**src/rtl/mppt_pkg.sv**
```systemverilog
package mppt_pkg;

    localparam int unsigned COORD_W = 12;
    localparam int unsigned BYTE_W  = 8;
    localparam int unsigned BTN_W   = 3;

    localparam int unsigned MARGIN  = 9;

    localparam int unsigned SYNC_IDX = 3;
    localparam int unsigned XOVF_IDX = 6;
    localparam int unsigned YOVF_IDX = 7;
    localparam logic [BYTE_W-1:0] BTN_MASK = 8'h07;

    localparam logic [0:0] CFG_SCREEN_WIDTH  = 1'b0;
    localparam logic [0:0] CFG_SCREEN_HEIGHT = 1'b1;

    localparam logic [COORD_W-1:0] WIDTH_RST  = 12'd1024;
    localparam logic [COORD_W-1:0] HEIGHT_RST = 12'd768;

    typedef logic [COORD_W-1:0]       t_coord;
    typedef logic signed [BYTE_W-1:0] t_delta;
    typedef logic [BTN_W-1:0]         t_btn;

    typedef struct packed {
        logic   done;
        t_delta dx;
        t_delta dy;
        t_btn   btn;
    } t_pkt;

endpackage

```
**src/rtl/mppt_if.sv**
```systemverilog
interface mppt_in_if;
    import mppt_pkg::*;

    logic              valid;
    logic              ready;
    logic [BYTE_W-1:0] rx_byte;

    modport source (output valid, output rx_byte, input ready);
    modport sink (input valid, input rx_byte, output ready);
endinterface

interface mppt_out_if;
    import mppt_pkg::*;

    logic   valid;
    logic   ready;
    t_coord pos_x;
    t_coord pos_y;
    t_delta delta_x;
    t_delta delta_y;
    t_btn   buttons;
    logic   moved;

    modport source (output valid, output pos_x, output pos_y, output delta_x,
                    output delta_y, output buttons, output moved, input ready);
    modport sink (input valid, input pos_x, input pos_y, input delta_x,
                  input delta_y, input buttons, input moved, output ready);
endinterface

```
**src/rtl/mouse_packet_position_tracker.sv**
```systemverilog
// Channel   Dir   Beat payload
// i_in      in    rx_byte
// o_out     out   pos_x, pos_y, delta_x, delta_y, buttons, moved
// i_cfg_*   in    write enable, index (0 width, 1 height), 12-bit data
//
// One byte per cycle unless a stalled o_out holds a packet's last byte; the
// third byte of a packet passes the input register, then the result register.
// Reset: synchronous active low; clears framing, cursor to 0,0, size to 1024x768.
// A stalled o_out stalls i_in only when the byte held completes a packet.
module mouse_packet_position_tracker (
    input  logic                         i_clk,
    input  logic                         i_rst_n,
    mppt_in_if.sink                      i_in,
    mppt_out_if.source                   o_out,
    input  logic                         i_cfg_we,
    input  logic [0:0]                   i_cfg_idx,
    input  logic [mppt_pkg::COORD_W-1:0] i_cfg_data
);
    import mppt_pkg::*;

    logic              r_in_valid;
    logic [BYTE_W-1:0] r_in_byte;
    t_coord            r_width;
    t_coord            r_height;
    t_coord            r_cur_x;
    t_coord            r_cur_y;
    logic              r_out_valid;
    t_coord            r_pos_x;
    t_coord            r_pos_y;
    t_delta            r_dx;
    t_delta            r_dy;
    t_btn              r_btn;
    logic              r_moved;

    t_pkt              pkt;
    logic              out_free;
    logic              adv;
    logic              emit;
    logic signed [8:0] dx_ext;
    logic signed [8:0] dy_neg;
    t_coord            n_cur_x;
    t_coord            n_cur_y;

    assign out_free   = !r_out_valid || o_out.ready;
    assign adv        = r_in_valid && (!pkt.done || out_free);
    assign emit       = adv && pkt.done;
    assign i_in.ready = !r_in_valid || adv;

    assign dx_ext = {pkt.dx[BYTE_W-1], pkt.dx};
    assign dy_neg = 9'sd0 - {pkt.dy[BYTE_W-1], pkt.dy};

    mppt_assembler u_asm (
        .i_clk   (i_clk),
        .i_rst_n (i_rst_n),
        .i_valid (r_in_valid),
        .i_byte  (r_in_byte),
        .i_adv   (adv),
        .o_pkt   (pkt)
    );

    mppt_clamp u_clamp_x (
        .i_pos   (r_cur_x),
        .i_delta (dx_ext),
        .i_size  (r_width),
        .o_pos   (n_cur_x)
    );

    mppt_clamp u_clamp_y (
        .i_pos   (r_cur_y),
        .i_delta (dy_neg),
        .i_size  (r_height),
        .o_pos   (n_cur_y)
    );

    // input register
    always_ff @(posedge i_clk) begin
        if (!i_rst_n) begin
            r_in_valid <= 1'b0;
        end else if (i_in.ready) begin
            r_in_valid <= i_in.valid;
        end
    end

    always_ff @(posedge i_clk) begin
        if (i_in.ready && i_in.valid) begin
            r_in_byte <= i_in.rx_byte;
        end
    end

    always_ff @(posedge i_clk) begin
        if (!i_rst_n) begin
            r_width  <= WIDTH_RST;
            r_height <= HEIGHT_RST;
        end else if (i_cfg_we) begin
            unique case (i_cfg_idx)
                CFG_SCREEN_WIDTH:  r_width  <= i_cfg_data;
                CFG_SCREEN_HEIGHT: r_height <= i_cfg_data;
            endcase
        end
    end

    always_ff @(posedge i_clk) begin
        if (!i_rst_n) begin
            r_cur_x     <= '0;
            r_cur_y     <= '0;
            r_out_valid <= 1'b0;
        end else if (emit) begin
            r_cur_x     <= n_cur_x;
            r_cur_y     <= n_cur_y;
            r_out_valid <= 1'b1;
        end else if (o_out.ready) begin
            r_out_valid <= 1'b0;
        end
    end

    // result register
    always_ff @(posedge i_clk) begin
        if (emit) begin
            r_pos_x <= n_cur_x;
            r_pos_y <= n_cur_y;
            r_dx    <= pkt.dx;
            r_dy    <= pkt.dy;
            r_btn   <= pkt.btn;
            r_moved <= (n_cur_x != r_cur_x) || (n_cur_y != r_cur_y);
        end
    end

    assign o_out.valid   = r_out_valid;
    assign o_out.pos_x   = r_pos_x;
    assign o_out.pos_y   = r_pos_y;
    assign o_out.delta_x = r_dx;
    assign o_out.delta_y = r_dy;
    assign o_out.buttons = r_btn;
    assign o_out.moved   = r_moved;

endmodule

```
**src/rtl/mppt_assembler.sv**
```systemverilog
module mppt_assembler (
    input  logic                        i_clk,
    input  logic                        i_rst_n,
    input  logic                        i_valid,
    input  logic [mppt_pkg::BYTE_W-1:0] i_byte,
    input  logic                        i_adv,
    output mppt_pkg::t_pkt              o_pkt
);
    import mppt_pkg::*;

    localparam logic [1:0] ST_HEADER = 2'd0;
    localparam logic [1:0] ST_XBYTE  = 2'd1;
    localparam logic [1:0] ST_YBYTE  = 2'd2;

    logic [1:0]        r_idx;
    logic [1:0]        n_idx;
    logic [BYTE_W-1:0] r_hdr;
    logic [BYTE_W-1:0] n_hdr;
    logic [BYTE_W-1:0] r_xb;
    logic [BYTE_W-1:0] n_xb;
    logic              third;

    always_comb begin
        n_idx = r_idx;
        n_hdr = r_hdr;
        n_xb  = r_xb;
        third = 1'b0;
        unique case (r_idx)
            ST_HEADER: begin
                if (i_byte[SYNC_IDX]) begin
                    n_hdr = i_byte;
                    n_idx = ST_XBYTE;
                end
            end
            ST_XBYTE: begin
                n_xb  = i_byte;
                n_idx = ST_YBYTE;
            end
            default: begin
                third = 1'b1;
                n_idx = ST_HEADER;
            end
        endcase
    end

    always_comb begin
        o_pkt.done = i_valid && third;
        o_pkt.dx   = r_hdr[XOVF_IDX] ? '0 : $signed(r_xb);
        o_pkt.dy   = r_hdr[YOVF_IDX] ? '0 : $signed(i_byte);
        o_pkt.btn  = BTN_W'(r_hdr & BTN_MASK);
    end

    always_ff @(posedge i_clk) begin
        if (!i_rst_n) begin
            r_idx <= ST_HEADER;
        end else if (i_adv) begin
            r_idx <= n_idx;
        end
    end

    always_ff @(posedge i_clk) begin
        if (i_adv) begin
            r_hdr <= n_hdr;
            r_xb  <= n_xb;
        end
    end

endmodule

```
**src/rtl/mppt_clamp.sv**
```systemverilog
module mppt_clamp (
    input  mppt_pkg::t_coord    i_pos,
    input  logic signed [8:0]   i_delta,
    input  mppt_pkg::t_coord    i_size,
    output mppt_pkg::t_coord    o_pos
);
    import mppt_pkg::*;

    localparam int unsigned P_W = COORD_W + 2;

    logic signed [P_W-1:0] sum;
    logic signed [P_W-1:0] size_s;
    logic signed [P_W-1:0] margin_s;
    t_coord                top;

    always_comb begin
        margin_s = $signed(P_W'(MARGIN));
        sum      = $signed({2'b00, i_pos}) + {{(P_W-9){i_delta[8]}}, i_delta};
        size_s   = $signed({2'b00, i_size});
        top      = (i_size < COORD_W'(MARGIN)) ? '0 : i_size - COORD_W'(MARGIN);
        if (sum < margin_s) begin
            o_pos = COORD_W'(MARGIN);
        end else if (sum + margin_s >= size_s) begin
            o_pos = top;
        end else begin
            o_pos = sum[COORD_W-1:0];
        end
    end

endmodule

```
**src/flat_wrapper.sv**
```systemverilog
// flat-port wrapper written by rule: the top's interface ports become plain ports
module mouse_packet_position_tracker_flat import mppt_pkg::*;
  (i_clk, i_rst_n, i_cfg_we, i_cfg_idx, i_cfg_data, i_in_valid, i_in_rx_byte, i_in_ready, o_out_valid, o_out_pos_x, o_out_pos_y, o_out_delta_x, o_out_delta_y, o_out_buttons, o_out_moved, o_out_ready);
  mppt_in_if i_in_i ();
  mppt_out_if o_out_i ();
  input  logic i_clk;
  input  logic i_rst_n;
  input  logic i_cfg_we;
  input  logic [0:0] i_cfg_idx;
  input  logic [mppt_pkg::COORD_W-1:0] i_cfg_data;
  input wire logic [$bits(i_in_i.valid)-1:0] i_in_valid;
  input wire logic [$bits(i_in_i.rx_byte)-1:0] i_in_rx_byte;
  output wire logic [$bits(i_in_i.ready)-1:0] i_in_ready;
  output wire logic [$bits(o_out_i.valid)-1:0] o_out_valid;
  output wire logic [$bits(o_out_i.pos_x)-1:0] o_out_pos_x;
  output wire logic [$bits(o_out_i.pos_y)-1:0] o_out_pos_y;
  output wire logic [$bits(o_out_i.delta_x)-1:0] o_out_delta_x;
  output wire logic [$bits(o_out_i.delta_y)-1:0] o_out_delta_y;
  output wire logic [$bits(o_out_i.buttons)-1:0] o_out_buttons;
  output wire logic [$bits(o_out_i.moved)-1:0] o_out_moved;
  input wire logic [$bits(o_out_i.ready)-1:0] o_out_ready;
  assign i_in_i.valid = i_in_valid;
  assign i_in_i.rx_byte = i_in_rx_byte;
  assign i_in_ready = i_in_i.ready;
  assign o_out_valid = o_out_i.valid;
  assign o_out_pos_x = o_out_i.pos_x;
  assign o_out_pos_y = o_out_i.pos_y;
  assign o_out_delta_x = o_out_i.delta_x;
  assign o_out_delta_y = o_out_i.delta_y;
  assign o_out_buttons = o_out_i.buttons;
  assign o_out_moved = o_out_i.moved;
  assign o_out_i.ready = o_out_ready;
  mouse_packet_position_tracker u_core (.i_clk(i_clk), .i_rst_n(i_rst_n), .i_in(i_in_i), .o_out(o_out_i), .i_cfg_we(i_cfg_we), .i_cfg_idx(i_cfg_idx), .i_cfg_data(i_cfg_data));
endmodule
```
**config.mk**
```make
export PLATFORM = sky130hd
export DESIGN_NAME = mouse_packet_position_tracker_flat
export DESIGN_NICKNAME = d
export VERILOG_FILES = /design/src/rtl/mppt_pkg.sv /design/src/rtl/mppt_if.sv /design/src/rtl/mouse_packet_position_tracker.sv /design/src/rtl/mppt_assembler.sv /design/src/rtl/mppt_clamp.sv /design/src/flat_wrapper.sv
export SDC_FILE = /design/constraint.sdc
export NUM_CORES = 1
export LEC_CHECK = 0
export BUFFER_PORTS_ARGS = -buffer_cell sky130_fd_sc_hd__buf_2
export CAP_MARGIN = 15
export CORE_MARGIN = 10
export CORE_UTILIZATION = 60
export DETAILED_ROUTE_END_ITERATION = 12
export PLACE_DENSITY = 0.8
export SYNTH_ARGS = -nofsm -noshare
export SYNTH_HDL_FRONTEND = slang
export SYNTH_SLANG_ARGS = --single-unit
```
**constraint.sdc**
```tcl
create_clock -name i_clk -period 9.88 [get_ports i_clk]
set_input_delay 1.482 -clock i_clk [delete_from_list [all_inputs] [get_ports i_clk]]
set_output_delay 1.482 -clock i_clk [all_outputs]
set_load 0.005 [all_outputs]
```
# After elaboration in Yosys (flattened, before gate mapping)
# Cells that the tools add are included.
dict set report classes {
  add_sub_neg 7
  eq_ne 4
  magnitude_cmp 6
  bitwise 1
  reduce_logical 19
  mux 13
}
# cell count
set op_table {}
lappend op_table {{$mux W12} 6}
lappend op_table {{$add A14 B5 Y14 const B} 2}
lappend op_table {{$ge A14 B13 Y1} 2}
lappend op_table {{$lt A14 B5 Y1 const B} 2}
lappend op_table {{$lt A12 B4 Y1 const B} 2}
lappend op_table {{$ne A12 B12 Y1} 2}
lappend op_table {{$sub A12 B4 Y12 const B} 2}
lappend op_table {{$mux W8} 2}
lappend op_table {{$add A13 B8 Y14} 1}
lappend op_table {{$add A13 B9 Y14} 1}
lappend op_table {{$sub A1 B8 Y9 const A} 1}
lappend op_table {{$reduce_and A2 Y1} 4}
lappend op_table {{$logic_and A1 B1 Y1} 4}
lappend op_table {{$logic_or A1 B1 Y1} 4}
lappend op_table {{$pmux W2 S2} 1}
lappend op_table {{$logic_not A1 Y1} 3}
lappend op_table {{$mux W1} 3}
lappend op_table {{$reduce_and A3 Y1} 1}
lappend op_table {{$eq A2 B1 Y1 const B} 1}
lappend op_table {{$logic_not A2 Y1} 1}
lappend op_table {{$mux W2} 1}
lappend op_table {{$ne A2 B1 Y1 const B} 1}
lappend op_table {{$reduce_bool A2 Y1} 1}
lappend op_table {{$reduce_or A2 Y1} 1}
lappend op_table {{$not A1 Y1} 1}
dict set report totals {
  input_bits 26
  regBits 119
  elab_cells 66
}

# Depth between registers and ports, before layout
dict set report logic_depth {
  ltp_word 9
  depth_mapped 26
}

# Hierarchy
# From an unflattened synthesis, not the netlist that was laid out.
dict set report unflattened {
  cells_unflattened 850
  area_unflattened_um2 7967.6
}
# mod area_each_um2 seq_area_each_um2 instances cells_each
set by_module_without_submodules {}
lappend by_module_without_submodules {mouse_packet_position_tracker 3917.5 2562.5 1 325}
lappend by_module_without_submodules {mppt_clamp 1720.4 0.0 2 242}
lappend by_module_without_submodules {mppt_assembler 609.3 430.4 1 41}

# Least setup slack after synthesis
# OpenSTA, ideal clock, no wires.
dict set report synth_path {
  kind {register -> register}
  startpoint {register u_core.u_asm.r_hdr[7]}
  endpoint {register u_core.r_moved, in the netlist u_core.o_out.moved, data pin}
  stages_incl_launch_ff 23
  required_ns 9.603
  n_path_buf 0
  setup_time_ns 0.277
  t_arrival_ns 5.871
  path_slack_ns 3.732
  path_cell_list {edfxtp_1 nor2b_1 ha_1 inv_1 fa_1 a211oi_1 o31ai_4 o31ai_1 xor2_1 or4_4 or2_2 xor2_1 ha_1 or4_1 a221oi_1 a21oi_1 nor4_2 a211oi_4 mux2_2 xor2_1 a221o_1 a2111oi_2 nand4_1}
}
# item line
set synth_rtl {}
lappend synth_rtl {{start, declared} mppt_assembler.sv:17} ;# logic [BYTE_W-1:0] r_hdr;
lappend synth_rtl {{start signal, assigned} mppt_assembler.sv:63} ;# r_hdr <= n_hdr;
lappend synth_rtl {{end signal, assigned} mouse_packet_position_tracker.sv:124} ;# r_moved <= (n_cur_x != r_cur_x) || (n_cur_y != r_cur_y);
lappend synth_rtl {{end, declared} mouse_packet_position_tracker.sv:33} ;# logic r_moved;

==> reports/results.ini <==
[global_routing]
grt_pass1_vias=7085
antenna_found_initial=0
gr-total-overflow=0
grt_pass1_wl_um=37100
grt_max_degree=53
groute.usage.overall_pct=25.2

[power]
power.density_cell_area_mw_per_mm2=149
sequentialPowerShare_pct=38.6
vdd_ir_drop_max_mv=0.179
clock_power_share_pct=46.3
intPower_uw=1010
switching_power_uw=377
swShare_pct=27.3
static_power_due_to_leakage_uw=0.00365
pwr-share-comb_pct=15.1

[floorplan]
boundaryPins=72
floorplan.core_area_mm2=0.0133
design.die.area_mm2=0.0187
initial_utilization_pct=61.5
die_w_um=137
placementRows=42
fp.dieH_um=137

[synthesis]
yosys.area_share.adder_pct=9.06
synth_edf_count=65
synth_area_leaders=sky130_fd_sc_hd__edfxtp_1, sky130_fd_sc_hd__dfxtp_1, sky130_fd_sc_hd__ha_1
post_synth_mux_area_share_pct=0.888
post_syn_instances=928
synth_largest_area_cell=sky130_fd_sc_hd__edfxtp_1
yosysTopAreaCellShare_pct=23.9
synth_compound_gate_area_share_pct=22.6
synth_flop_cell=sky130_fd_sc_hd__edfxtp_1
ys_types=78
post_synth_instance_area_mm2=0.00818
mappedNetlistNets=1012
sequential_fraction_of_the_synthesis_area_pct=36.6
avgSynthCellArea_um2=8.81
synth_top_family_by_area=compound AO/OA/AOI/OAI gates
ys_ff_latch=117
yosys.area_share.xor_xnor_pct=5.68
synthSimpleGateAreaFrac_pct=21.4
asyncSetResetFlopFracSynth_pct=0
yosysWarningCount=0

[placement]
place.port_buffers=71
cell_area_after_placement_mm2=0.00866
hpwlAfterDp_um=17600
finalWeightedCongestion=0.979

[critical_path]
crit_arrival_ns=7.31
crit_fanout=16
timing.critical_path.required_ns=10.02
worst_setup_path_end_kind=register
setup_crit_path_kind=register to register
setup.reg_to_reg.worst_slack_ns=2.71
worstSetupStartpointType=register

[sta]
skew_ns=0.00785
max_freq_mhz=140
max_slew.worst_pin.slew_ns=0.932
max-slew-margin-rel_pct=37.7
period_share_pct=72.6
hold_viol=0
setup_viol_count_final=0
period_needed_ns=7.17
timing_max_transition_violations_final=0
fin_tns_setup_ns=0
rsz0062_at_grt=no

[routing]
drtIter0Drc=857
detailedRoute.firstPassIterationCount=5
final_antenna_net_count=0
detailed_route_wire_length_um=23300
drc=0
vias=7435
vias_per_cell=6.30
avgRoutedWirePerCell_um=19.8

[finish]
area_growth_syn_to_layout_pct=13.5
antenna-diode-count=0
nets=1075
post_route_cells_drive_above_1_share_pct=12.8
stdcell_area_mm2=0.00928

[clock_network]
clock_tree.root_cell=sky130_fd_sc_hd__clkbuf_16
clk_transition_reported_paths_ns=0.06
later_pin_clock_latency_in_the_skew_report_ns=0.42
post-cts-setup-buffer-count=0
clock_sink_count=117
inserted_clock_buffers=17
ctsLongestPathBuffers=2
htree_levels=4
hold_buffers=0
cts-resized-gates=0
cts_tree=built

[job]
maxCapViolations=0

[min_path]
worst_hold_path_type=register to register

[outcome]
status=finished clean

## critical path, stage by stage, from the launching register on
cell	delay (ns)
sky130_fd_sc_hd__edfxtp_1	0.49
sky130_fd_sc_hd__nor2b_1	0.23
sky130_fd_sc_hd__ha_1	0.20
sky130_fd_sc_hd__inv_1	0.06
sky130_fd_sc_hd__fa_1	0.40
sky130_fd_sc_hd__a211oi_1	0.52
sky130_fd_sc_hd__o31ai_4	0.19
sky130_fd_sc_hd__o31ai_1	0.30
sky130_fd_sc_hd__xor2_1	0.28
sky130_fd_sc_hd__or4_4	0.64
sky130_fd_sc_hd__or2_2	0.33
sky130_fd_sc_hd__xor2_1	0.15
sky130_fd_sc_hd__ha_1	0.21
sky130_fd_sc_hd__or4_1	0.53
sky130_fd_sc_hd__a221oi_1	0.34
sky130_fd_sc_hd__a21oi_1	0.15
sky130_fd_sc_hd__nor4_2	0.39
sky130_fd_sc_hd__a211oi_4	0.16
sky130_fd_sc_hd__mux2_2	0.36
sky130_fd_sc_hd__xor2_1	0.17
sky130_fd_sc_hd__a221o_1	0.28
sky130_fd_sc_hd__a2111oi_2	0.36
sky130_fd_sc_hd__nand4_1	0.13
## placed cells by master, fill, tap and decap left out, types with 15 or more instances in the layout
cell	instances
sky130_fd_sc_hd__ha_1	56
sky130_fd_sc_hd__nand2_1	116
sky130_fd_sc_hd__buf_2	71
sky130_fd_sc_hd__nand3_1	22
sky130_fd_sc_hd__o21ai_0	33
sky130_fd_sc_hd__xor2_1	16
sky130_fd_sc_hd__edfxtp_1	65
sky130_fd_sc_hd__dfxtp_1	52
sky130_fd_sc_hd__a21oi_1	45
sky130_fd_sc_hd__a211oi_1	18
sky130_fd_sc_hd__a21boi_0	32
sky130_fd_sc_hd__o211ai_1	15
sky130_fd_sc_hd__nor3_1	30
sky130_fd_sc_hd__clkbuf_16	17
sky130_fd_sc_hd__nand2b_1	25
sky130_fd_sc_hd__inv_1	48
sky130_fd_sc_hd__nor2_1	62
sky130_fd_sc_hd__xnor2_1	37
sky130_fd_sc_hd__nor2b_1	23
## logic make-up after synthesis
family,after synthesis
adders and majority gates,58
DFF,117
and+or+nand+nor,354
AOI/OAI and AO/OA,258
muxes,7
xor gates and xnor gates,53
buffers and inverters,81
## cell usage after synthesis (all sizes together), types with 4 or more instances
cell type	n
or4	7
o211ai	15
nand3	22
and2	15
xor2	16
buf	4
a31oi	9
a211oi	19
mux2i	5
and3	7
o221ai	4
nor4	8
o31ai	8
a211o	4
nor2b	23
o211a	7
o21a	7
nand2b	25
nor3	30
inv	49
or2	9
a21oi	45
a21o	12
nand2	117
nand4	7
or3	12
edfxtp	65
xnor2	37
dfxtp	52
clkbuf	28
ha	56
nor2	62
a221oi	7
o41ai	4
a21boi	38
o21ai	37
o22ai	8
## final timing paths
kind                               from                 endpoint  depth (start not counted)
setup / recovery  u_core.u_asm.r_hdr[7]       u_core.o_out.moved                         22
hold / removal    u_core.u_asm.r_hdr[0]  u_core.o_out.buttons[0]                          0
setup reg to reg  u_core.u_asm.r_hdr[7]       u_core.o_out.moved                         22
hold reg to reg   u_core.u_asm.r_hdr[0]  u_core.o_out.buttons[0]                          0
## power groups by stage
stage | Sequential, µW | Combinational, µW | Clock [µW]
floorplan | 540 | 151 | 0
global placement | 543 | 200 | 0
detailed placement | 544 | 202 | 0
CTS | 534 | 204 | 644
global route | 535 | 230 | 666
finish | 534 | 208 | 641
## sequential cells by signal, indices dropped and copies added, names as in the netlist
register,cells
u_core.u_asm.r_idx,2
u_core.r_in_valid,1
u_core.r_cur_x,12
u_core.r_in_byte,8
u_core.r_width,12
u_core.o_out.pos_x,12
u_core.o_out.valid,1
u_core.u_asm.r_xb,8
u_core.o_out.delta_y,8
u_core.u_asm.r_hdr,5
u_core.o_out.moved,1
u_core.o_out.pos_y,12
u_core.o_out.delta_x,8
u_core.r_height,12
u_core.o_out.buttons,3
u_core.r_cur_y,12
## metal layers
layer  part of all wire, %  vias up  global-route usage, %
met5                     0        -                      0
met3                   6.2       85                   4.40
met4                   4.6        0                   13.5
li1                      -     3550                      -
met1                    41     3491                   30.1
met2                    48      309                   42.2
## layout make-up
class	count	area (µm²)
fill	1050	4010
clock buffer	17	425
tap	176	220
sequential	117	2990
clock inverter	15	194
multi-input combinational	730	4880
timing repair buffer	76	390
inverter	49	184
## through the flow
stage          util [%]  setup slack (ns)  std cells  total power (µW)  hold WS, ns
2_1_floorplan         -              3.73        928               691        0.400
3_3_place_gp       65.1              3.05       1147               743        0.402
3_5_place_dp       65.1              2.95       1147               746        0.405
4_1_cts            69.8              2.84       1179              1380        0.419
5_1_grt            69.8              2.34       1180              1430        0.425
6_report           69.8              2.71       1180              1380        0.418
No activity file was read; power rests on OpenSTA's default activity.
